## src/rtl/core/pidpom_pkg.sv

```systemverilog
// pidpom_pkg: shared types, codes and constants of the PID controller.
// No dependencies; imported by every module of the block.

package pidpom_pkg;

  // Fixed field widths
  localparam int LIMIT_W    = 16;  // out_min / out_max
  localparam int SETPT_W    = 16;  // setpoint
  localparam int GAIN_W     = 24;  // unsigned gains
  localparam int CFG_IDX_W  = 4;
  localparam int CFG_DATA_W = 24;

  // Parameter defaults
  localparam int SAMPLE_WIDTH_DEF = 16;
  localparam int FRAC_BITS_DEF    = 12;

  // Register reset values
  localparam logic [LIMIT_W-1:0] OUT_MIN_RST = 16'h8000;
  localparam logic [LIMIT_W-1:0] OUT_MAX_RST = 16'h7FFF;

  typedef enum logic [1:0] {
    FUNC_SAMPLE = 2'd0,
    FUNC_START  = 2'd1,
    FUNC_STOP   = 2'd2
  } func_t;

  typedef enum logic [CFG_IDX_W-1:0] {
    CFG_SETPOINT = 4'd0,
    CFG_KP_GAIN  = 4'd1,
    CFG_KI_GAIN  = 4'd2,
    CFG_KD_GAIN  = 4'd3,
    CFG_OUT_MIN  = 4'd4,
    CFG_OUT_MAX  = 4'd5,
    CFG_P_ON_ERR = 4'd6,
    CFG_REVERSE  = 4'd7
  } cfg_idx_t;

  typedef struct packed {
    logic [SETPT_W-1:0] setpoint;
    logic [GAIN_W-1:0]  kp_gain;
    logic [GAIN_W-1:0]  ki_gain;
    logic [GAIN_W-1:0]  kd_gain;
    logic [LIMIT_W-1:0] out_min;
    logic [LIMIT_W-1:0] out_max;
    logic               p_on_error;
    logic               reverse;
  } cfg_t;

endpackage

```

## src/rtl/core/pid_controller_pom.sv

```systemverilog
// Pipeline: an accepted request passes through the input register, the term
//   register and the result register, then out_valid rises. Throughput: one
//   request per cycle while the result is not stalled; the integral and previous
//   sample are updated in the term stage, so a request may follow in the very
//   next cycle. Each stage holds under stall.
// Reset (rst_n low, synchronous): pipeline emptied, controller stopped,
//   history cleared, registers back to their reset values.

module pid_controller_pom import pidpom_pkg::*; #(
  parameter int SAMPLE_WIDTH = SAMPLE_WIDTH_DEF,
  parameter int FRAC_BITS    = FRAC_BITS_DEF
) (
  input  logic                           clk,
  input  logic                           rst_n,
  // configuration write channel
  input  logic                           cfg_valid,
  output logic                           cfg_ready,
  input  logic [CFG_IDX_W-1:0]           cfg_index,
  input  logic [CFG_DATA_W-1:0]          cfg_data,
  // request channel
  input  logic                           in_valid,
  output logic                           in_ready,
  input  logic [1:0]                     in_func,
  input  logic signed [SAMPLE_WIDTH-1:0] in_sample,
  // result channel
  output logic                           out_valid,
  input  logic                           out_ready,
  output logic signed [SAMPLE_WIDTH-1:0] out_drive,
  output logic                           out_running
);

  localparam int MW = ((SAMPLE_WIDTH > SETPT_W) ? SAMPLE_WIDTH : SETPT_W) + 1;
  localparam int PW = MW + GAIN_W + 1;
  localparam int AW = PW + 2;
  localparam int IW = LIMIT_W + FRAC_BITS;
  localparam logic signed [AW-1:0] HALF = AW'(1) <<< (FRAC_BITS - 1);

  // ---------------- configuration registers ----------------
  cfg_t cfg_r;

  assign cfg_ready = 1'b1;

  always_ff @(posedge clk) begin
    if (!rst_n) begin
      cfg_r.setpoint   <= '0;
      cfg_r.kp_gain    <= '0;
      cfg_r.ki_gain    <= '0;
      cfg_r.kd_gain    <= '0;
      cfg_r.out_min    <= OUT_MIN_RST;
      cfg_r.out_max    <= OUT_MAX_RST;
      cfg_r.p_on_error <= 1'b0;
      cfg_r.reverse    <= 1'b0;
    end else if (cfg_valid && cfg_ready) begin
      unique case (cfg_index)
        CFG_SETPOINT: cfg_r.setpoint   <= cfg_data[SETPT_W-1:0];
        CFG_KP_GAIN:  cfg_r.kp_gain    <= cfg_data[GAIN_W-1:0];
        CFG_KI_GAIN:  cfg_r.ki_gain    <= cfg_data[GAIN_W-1:0];
        CFG_KD_GAIN:  cfg_r.kd_gain    <= cfg_data[GAIN_W-1:0];
        CFG_OUT_MIN:  cfg_r.out_min    <= cfg_data[LIMIT_W-1:0];
        CFG_OUT_MAX:  cfg_r.out_max    <= cfg_data[LIMIT_W-1:0];
        CFG_P_ON_ERR: cfg_r.p_on_error <= cfg_data[0];
        CFG_REVERSE:  cfg_r.reverse    <= cfg_data[0];
        default: ;    // unmapped index: dropped
      endcase
    end
  end

  // ---------------- stage handshake ----------------
  // Each stage loads when empty or when it empties into the next one.
  logic s0_v_r;
  logic s1_v_r;
  logic out_valid_r;
  logic s0_rdy;
  logic s1_rdy;
  logic s2_rdy;
  logic s0_go;   // s0 moves into s1 this cycle

  assign s2_rdy   = !out_valid_r || out_ready;
  assign s1_rdy   = !s1_v_r || s2_rdy;
  assign s0_rdy   = !s0_v_r || s1_rdy;
  assign in_ready = s0_rdy;
  assign s0_go    = s0_v_r && s1_rdy;

  // ---------------- stage 0: input register ----------------
  logic [1:0]                     s0_func_r;
  logic signed [SAMPLE_WIDTH-1:0] s0_sample_r;

  always_ff @(posedge clk) begin
    if (!rst_n) begin
      s0_v_r <= 1'b0;
    end else if (s0_rdy) begin
      s0_v_r <= in_valid;
    end
  end

  always_ff @(posedge clk) begin
    if (in_valid && s0_rdy) begin
      s0_func_r   <= in_func;
      s0_sample_r <= in_sample;
    end
  end

  // ---------------- controller state and term stage ----------------
  logic signed [SAMPLE_WIDTH-1:0] prev_r;
  logic signed [SAMPLE_WIDTH-1:0] prev_nxt;
  logic signed [IW-1:0]           integ_r;
  logic signed [IW-1:0]           integ_nxt;
  logic                           run_r;
  logic                           run_nxt;
  logic                           act_nxt;   // sample taken while running

  logic signed [IW-1:0] integ_upd;
  logic signed [PW-1:0] pterm;
  logic signed [PW-1:0] dterm;

  pidpom_update #(
    .SAMPLE_WIDTH (SAMPLE_WIDTH),
    .FRAC_BITS    (FRAC_BITS)
  ) u_update (
    .cfg         (cfg_r),
    .sample      (s0_sample_r),
    .prev_sample (prev_r),
    .integ       (integ_r),
    .integ_nxt   (integ_upd),
    .pterm       (pterm),
    .dterm       (dterm)
  );

  always_comb begin
    prev_nxt  = prev_r;
    integ_nxt = integ_r;
    run_nxt   = run_r;
    act_nxt   = 1'b0;
    case (s0_func_r)
      FUNC_START: begin
        prev_nxt  = '0;
        integ_nxt = '0;
        run_nxt   = 1'b1;
      end
      FUNC_STOP: begin
        run_nxt = 1'b0;
      end
      FUNC_SAMPLE: begin
        // a sample while stopped leaves the history alone
        if (run_r) begin
          prev_nxt  = s0_sample_r;
          integ_nxt = integ_upd;
          act_nxt   = 1'b1;
        end
      end
      default: ;    // unused code: no effect
    endcase
  end

  always_ff @(posedge clk) begin
    if (!rst_n) begin
      prev_r  <= '0;
      integ_r <= '0;
      run_r   <= 1'b0;
    end else if (s0_go) begin
      prev_r  <= prev_nxt;
      integ_r <= integ_nxt;
      run_r   <= run_nxt;
    end
  end

  // stage 1 registers: terms for the drive sum
  logic                 s1_act_r;
  logic                 s1_run_r;
  logic signed [IW-1:0] s1_integ_r;
  logic signed [PW-1:0] s1_pterm_r;
  logic signed [PW-1:0] s1_dterm_r;

  always_ff @(posedge clk) begin
    if (!rst_n) begin
      s1_v_r <= 1'b0;
    end else if (s1_rdy) begin
      s1_v_r <= s0_v_r;
    end
  end

  always_ff @(posedge clk) begin
    if (s0_go) begin
      s1_act_r   <= act_nxt;
      s1_run_r   <= run_nxt;
      s1_integ_r <= integ_nxt;
      s1_pterm_r <= pterm;
      s1_dterm_r <= dterm;
    end
  end

  // ---------------- stage 2: drive sum, clamp, round ----------------
  logic signed [AW-1:0]           sum_w;
  logic signed [AW-1:0]           lo_w;
  logic signed [AW-1:0]           hi_w;
  logic signed [AW-1:0]           sum_c;
  logic signed [AW-1:0]           rnd_w;
  logic signed [SAMPLE_WIDTH-1:0] drive_nxt;
  logic signed [SAMPLE_WIDTH-1:0] out_drive_r;
  logic                           out_running_r;

  assign sum_w = AW'(s1_pterm_r) + AW'(s1_integ_r) - AW'(s1_dterm_r);
  assign lo_w  = AW'($signed(cfg_r.out_min)) <<< FRAC_BITS;
  assign hi_w  = AW'($signed(cfg_r.out_max)) <<< FRAC_BITS;

  always_comb begin
    if (sum_w < lo_w) begin
      sum_c = lo_w;
    end else if (sum_w > hi_w) begin
      sum_c = hi_w;
    end else begin
      sum_c = sum_w;
    end
  end

  // round half up; limits are whole numbers so the result stays in range
  assign rnd_w     = (sum_c + HALF) >>> FRAC_BITS;
  assign drive_nxt = s1_act_r ? rnd_w[SAMPLE_WIDTH-1:0] : '0;

  always_ff @(posedge clk) begin
    if (!rst_n) begin
      out_valid_r <= 1'b0;
    end else if (s2_rdy) begin
      out_valid_r <= s1_v_r;
    end
  end

  always_ff @(posedge clk) begin
    if (s1_v_r && s2_rdy) begin
      out_drive_r   <= drive_nxt;
      out_running_r <= s1_run_r;
    end
  end

  assign out_valid   = out_valid_r;
  assign out_drive   = out_drive_r;
  assign out_running = out_running_r;

endmodule

```

## src/rtl/core/pidpom_update.sv

```systemverilog
// pidpom_update: first datapath stage - error/delta, gain products and the
// clamped integral update. Purely combinational. Depends on pidpom_pkg.

module pidpom_update import pidpom_pkg::*; #(
  parameter int SAMPLE_WIDTH = SAMPLE_WIDTH_DEF,
  parameter int FRAC_BITS    = FRAC_BITS_DEF,
  localparam int MW = ((SAMPLE_WIDTH > SETPT_W) ? SAMPLE_WIDTH : SETPT_W) + 1,
  localparam int PW = MW + GAIN_W + 1,
  localparam int AW = PW + 2,
  localparam int IW = LIMIT_W + FRAC_BITS
) (
  input  cfg_t                           cfg,
  input  logic signed [SAMPLE_WIDTH-1:0] sample,
  input  logic signed [SAMPLE_WIDTH-1:0] prev_sample,
  input  logic signed [IW-1:0]           integ,
  output logic signed [IW-1:0]           integ_nxt,
  output logic signed [PW-1:0]           pterm,
  output logic signed [PW-1:0]           dterm
);

  localparam int GW = GAIN_W + 1;

  logic signed [MW-1:0] err_w;
  logic signed [MW-1:0] dlt_w;
  logic signed [MW-1:0] kp_op;
  logic signed [GW-1:0] kp_s;
  logic signed [GW-1:0] ki_s;
  logic signed [GW-1:0] kd_s;
  logic signed [PW-1:0] kp_prod;
  logic signed [PW-1:0] ki_prod;
  logic signed [AW-1:0] acc;
  logic signed [AW-1:0] lo_w;
  logic signed [AW-1:0] hi_w;
  logic signed [AW-1:0] acc_c;

  assign err_w = MW'($signed(cfg.setpoint)) - MW'(sample);
  assign dlt_w = MW'(sample) - MW'(prev_sample);

  // reverse acting: negate gains
  assign kp_s = cfg.reverse ? -$signed({1'b0, cfg.kp_gain}) : $signed({1'b0, cfg.kp_gain});
  assign ki_s = cfg.reverse ? -$signed({1'b0, cfg.ki_gain}) : $signed({1'b0, cfg.ki_gain});
  assign kd_s = cfg.reverse ? -$signed({1'b0, cfg.kd_gain}) : $signed({1'b0, cfg.kd_gain});

  // kp acts on error or on measurement, never both: one multiplier
  assign kp_op   = cfg.p_on_error ? err_w : dlt_w;
  assign kp_prod = PW'(kp_op) * PW'(kp_s);
  assign ki_prod = PW'(err_w) * PW'(ki_s);
  assign dterm   = PW'(dlt_w) * PW'(kd_s);
  assign pterm   = cfg.p_on_error ? kp_prod : '0;

  assign lo_w = AW'($signed(cfg.out_min)) <<< FRAC_BITS;
  assign hi_w = AW'($signed(cfg.out_max)) <<< FRAC_BITS;

  assign acc = AW'(integ) + AW'(ki_prod) - (cfg.p_on_error ? '0 : AW'(kp_prod));

  // crossed limits: a value below the low bound takes the low bound, any other the high bound
  always_comb begin
    if (acc < lo_w) begin
      acc_c = lo_w;
    end else if (acc > hi_w) begin
      acc_c = hi_w;
    end else begin
      acc_c = acc;
    end
  end

  // clamped value always fits the limit range
  assign integ_nxt = acc_c[IW-1:0];

endmodule

```

## config.mk

```make
export PLATFORM = sky130hd
export DESIGN_NAME = pid_controller_pom
export DESIGN_NICKNAME = d
export VERILOG_FILES = /design/src/rtl/core/pidpom_pkg.sv /design/src/rtl/core/pid_controller_pom.sv /design/src/rtl/core/pidpom_update.sv
export SDC_FILE = /design/constraint.sdc
export NUM_CORES = 2
export LEC_CHECK = 0
export BUFFER_PORTS_ARGS = -buffer_cell sky130_fd_sc_hd__buf_2
export CORE_UTILIZATION = 40
export CTS_CLUSTER_SIZE = 20
export DETAILED_ROUTE_END_ITERATION = 10
export PLACE_DENSITY = 0.53
export SLEW_MARGIN = 10
export SYNTH_ARGS = -nofsm -noshare
export SYNTH_HDL_FRONTEND = slang
export SYNTH_SLANG_ARGS = --single-unit
```

## constraint.sdc

```tcl
create_clock -name clk -period 29.5 [get_ports clk]
set_input_delay 4.425 -clock clk [delete_from_list [all_inputs] [get_ports clk]]
set_output_delay 4.425 -clock clk [all_outputs]
set_load 0.005 [all_outputs]
```

## Yosys cells after proc, flatten, opt, wreduce, memory -nomap -nowiden

Cells that the tools add are included.

| word-level totals | value |
|---|---|
| register bits | 319 |
| bits of input ports | 51 |
| output and inout bits | 20 |

| cells by class | value |
|---|---|
| add/subtract/negate cells | 10 |
| multiply operators | 3 |
| $lt $le $gt $ge | 4 |
| eq/ne operators | 10 |
| multiplexer cells | 15 |
| reductions and logical operators | 21 |

Operator list:

| kind | number |
|---|---|
| $mux W28 | 5 |
| $mul A17 B25 Y42 | 3 |
| $gt A44 B28 Y1 | 2 |
| $lt A44 B28 Y1 | 2 |
| $mux W25 | 3 |
| $neg A24 Y25 | 3 |
| $pmux W28 S2 | 1 |
| $mux W44 | 1 |
| $sub A43 B42 Y44 | 1 |
| $sub A44 B44 Y44 | 1 |
| $add A28 B42 Y43 | 1 |
| $add A42 B28 Y43 | 1 |
| $sub A16 B16 Y17 | 2 |
| $pmux W16 S2 | 1 |
| $add A28 B13 Y28 const B | 1 |
| $mux W17 | 1 |
| $eq A4 B3 Y1 const B | 4 |
| $mux W16 | 1 |
| $reduce_and A2 Y1 | 8 |
| $eq A4 B2 Y1 const B | 2 |
| $eq A4 B1 Y1 const B | 1 |
| $logic_not A4 Y1 | 1 |
| $logic_and A1 B1 Y1 | 3 |
| $logic_not A1 Y1 | 3 |
| 9 further kinds | 11 |

## Logic depth before layout (Yosys ltp)

| depth | value |
|---|---|
| depth in word-level cells | 10 |
| mapped depth | 62 |

## Hierarchy

A second synthesis with hierarchy kept.

| second synthesis, totals | value |
|---|---|
| cells, all modules | 8069 |
| area total of the unflattened synthesis | 70282.4 um2 |

By module, submodules not included:

| module | instances | cells an instance | area an instance (um2) | seq. area each (um2) |
|---|---|---|---|---|
| pidpom_update | 1 | 6317 | 53146.0 | 0.0 |
| pid_controller_pom | 1 | 1752 | 17136.4 | 7877.6 |

## Worst setup path after synthesis

OpenSTA, ideal clock, no wires.

| path | value |
|---|---|
| path kind | register to register |
| start point | register s0_sample_r[0] |
| end point | register s1_integ_r[2], data pin |
| arrival time | 13198 ps |
| path slack | 16168 ps |
| cell stages (with the launch flop) | 54 |
| buffers on the path | 0 |
| cells stage by stage | edfxtp_1 ha_1 fa_1 nor2b_1 o21ai_0 a21boi_1 o21ai_0 a21boi_1 o2111ai_1 and3_1 nor3_1 o41ai_2 mux2i_1 clkinv_1 nand2_1 fa_1 fa_1 inv_1 [... 18 more ...] and4_1 a21oi_1 o21ai_0 or3_1 a41oi_1 o31ai_1 xor2_1 ha_1 nand2_1 nor3_1 nand4_1 or4_1 or3_1 nor3_1 and4_1 nor2_1 nor3_1 a22o_1 |

| on the way | value |
|---|---|
| cells in the longest elaborated chain, start to end | 10 |
| elaborated cells on any way between the ends | 14 |
| those cells by class | 4 x add/sub; 2 x mul; 2 x order compare; 6 x mux |

RTL lines:

| item | RTL line | text |
|---|---|---|
| from (decl) | pid_controller_pom.sv:86 | `logic signed [SAMPLE_WIDTH-1:0] s0_sample_r;` |
| from (signal assigned) | pid_controller_pom.sv:99 | `s0_sample_r <= in_sample;` |
| parallel branches: the longest is 4 deep, another holds $add A28 B42 Y43 | - |  |
| $sub A44 B44 Y44 (*) | pidpom_update.sv:54 | `assign acc = AW'(integ) + AW'(ki_prod) - (cfg.p_on_error ? '0 : AW'(kp_prod));` |
| $gt A44 B28 Y1 | pidpom_update.sv:60 | `end else if (acc > hi_w) begin` |
| $mux W28 | pidpom_update.sv:60 |  |
| $mux W28 (*) | pidpom_update.sv:58 | `if (acc < lo_w) begin` |
| $mux W28 (*) | pid_controller_pom.sv:145 | `if (run_r) begin` |
| $pmux W28 S2 (*) | pid_controller_pom.sv:134 | `case (s0_func_r)` |
| via integ_nxt[2] | pid_controller_pom.sv:107 | `logic signed [IW-1:0] integ_nxt;` |
| to (signal assigned) | pid_controller_pom.sv:186 | `s1_integ_r <= integ_nxt;` |
| to (decl) | pid_controller_pom.sv:170 | `logic signed [IW-1:0] s1_integ_r;` |

Mark *: on every way through the listed nets, which the timed path passes.
A chain may end at the register's enable or synchronous reset.

## Final worst setup path

| path | value |
|---|---|
| start point | register s0_sample_r[0] |
| end point | register s1_integ_r[5], data pin |

Same word-level chain as after synthesis.

==> metrics <==
RSZ-0062 raised after global routing=false; crit share post-route=0.5741; crit path max-delay cell type=nor3_1; vias in the first global route=57020; Final HPWL DP=200.2 mm; biggest cell delay along the critical path=0.70 ns; post-route cell area=74680 µm²; CP Data Required Time=30.02 ns; max_cap viols=0; Pwr Density=41.93 nW/µm²; Initial Util=0.4040; Post-CTS Resized=0; placed cell area=73240 µm²; final setup violation count=0; number of flops mapped to enable cells by yosys=149; TritonCTS Buffers=43; Non-Filler Instances=10330; number of buffers added on ports=69; worst-path fanout max=18; Async S/R FF share, synth=0; CP most frequent cell=fa_1; Die Y=419.0 µm; setup TNS=0 ns; CP bufs+invs=6; Lkg Pwr=34.18 nW; max_slew headroom=0.09482; cell area after synthesis=69540 µm²; most frequent cells in the layout=1644 x inv_1, 1325 x fa_1, 1167 x nand2_1; H-tree Lvls=2; Area growth, synth to finish=7.395%; Worst-path clk slew=0.07 ns; initial antenna violation count=11; Crit path max-delay family=simple AND/OR/NAND/NOR gates; WL/cell=23.40 µm; Detail Route Antenna Nets=0; CTS Sinks=319; Total GRT Usage=0.2802; Vias=55290; Die X=419.0 µm; measured slew at the worst slew-check pin=1.348 ns; share of cells above drive strength 1=0.04775; Hold Fails Final Rpt=0; Die ar.=175500 µm²; top cells by area, synth=fa_1 38%, ha_1 10%, inv_1 8.9%, edfxtp_1 6.4%, nand2_1 6.3%; Synthesis Warnings=0; worst setup slack after layout=12.57 ns; Setup crit start kind=flip-flop; first-pass GRT wire length=365.5 mm; Unique masters post-synth=89; Tightest Hold Check Type=flip-flop to flip-flop; Synth Flop Type=dfxtp_1; crit path DAT=17.45 ns; syn_area_per_cell=8.710 µm²; register area share after synthesis=0.1133; Via-to-Cell Ratio=5.350; kind of critical path=flip-flop to flip-flop; postcts setup bufs=0; number of buffers on the longest clock path=3; outcome=finished, final reports clean; final wirelength=241.8 mm; Ports=71; pin count of the biggest net entering global routing=95; hold-fix buffers at CTS=0; peak supply drop=40.73 µV; max-slew violations=0; # rows=152; dpl ws=12.66 ns; CTS root buffer=clkbuf_16; dpl cells=10250; area of the core=172100 µm²; nets=9923; DRT Pass-1 Iters=6; cell type with the largest total area after synthesis=fa_1; total grt overflow=0; Mapped Cells=7984; DRC violations left=0; Clk Latency, worst-skew pair=0.66 ns; worst-case clock skew=0.07051 ns; share of the synthesized area in the top cell type=0.3814; syn nets=9921; Critical Path Sink Type=flip-flop; post-synthesis register bit count=319; fin crit period=16.93 ns; commonest non-fill, non-tap cell in the layout=inv_1; CTS tree=yes; DRT iter0 DRCs=4061; Peak Freq=59.05 MHz; routability cong.=0.9335
==> synth_stat cells (70+ instances only) <==
library cell  count
and2_1           95
o21ai_0         163
edfxtp_1        149
a21oi_1         243
inv_1          1645
fa_1           1325
nand2_1        1167
nor3_1           85
clkbuf_1        249
ha_1            561
dfxtp_1         170
a21boi_0        134
nor2_1          684
xnor2_1         242
nand3_1          87
xor2_1          113
nand2b_1         70
a21o_1          118
==> report_power, final <==
part           internal [mW]  switching (mW)  total (mW)  leakage [nW]
sequential             0.490          0.0194       0.509          2.80
combinational          0.734            1.34        2.07          30.7
clock                  0.311           0.238       0.549         0.672
==> final cells by class <==
class / instances / area [µm²]
antenna: 3 / 7.507
clock buffer: 54 / 1127
clock inverter: 26 / 302.8
fill: 17230 / 97430
inverter: 1647 / 6185
multi-input combinational: 5751 / 54780
sequential: 319 / 7880
tap: 2310 / 2890
timing repair buffer: 224 / 1511
==> cell families (layout without fill, tap and decap cells) <==
kind of cell               Yosys count  after routing  synth area share
AOI/OAI and AO/OA                 1042           1042            0.1008
xor gates and xnor gates           355            355           0.04471
adders and majority gates         1886           1886            0.4824
buffers and inverters             1914           1951            0.1035
DFF                                319            319            0.1133
muxes                               21             21          0.003203
other                                1              4        0.00005393
and+or+nand+nor                   2446           2446            0.1520
==> per-stage QoR <==
stage | utilization | hold slack [ns] | power [mW]
after floorplan | - | 0.4003 | 1.877
after global placement | 0.4255 | 0.4026 | 2.533
after detailed placement | 0.4255 | 0.4269 | 2.551
after CTS | 0.4338 | 0.4586 | 3.117
after global routing | 0.4339 | 0.4566 | 3.355
final | 0.4339 | 0.4500 | 3.132
==> worst paths after layout <==
kind,startpoint,endpoint,slack [ns],cells past startpoint
max,s0_sample_r[0],s1_integ_r[5],12.57,56
min reg2reg,s1_run_r,out_running,0.45,0
max reg2reg,s0_sample_r[0],s1_integ_r[5],12.57,56
min,s1_run_r,out_running,0.45,0
==> metal layers <==
metal  vias up  global-route usage  share of wire
met5         -                   0        0.00018
li1      24860                   -              -
met1     28270              0.3706           0.42
met4         6             0.09033          0.037
met3       377             0.03530          0.061
met2      1779              0.4739           0.48
==> flip-flops by register name (all words and copies together) (netlist names) <==
register / flops
s1_integ_r: 28
run_r: 1
s1_pterm_r: 42
s1_run_r: 1
s1_v_r: 1
out_running: 1
prev_r: 16
s0_sample_r: 16
s0_v_r: 1
out_valid: 1
out_drive: 16
s1_act_r: 1
s1_dterm_r: 42
integ_r: 28
cfg_r: 122
s0_func_r: 2
Power figures use the tool's default switching activity.
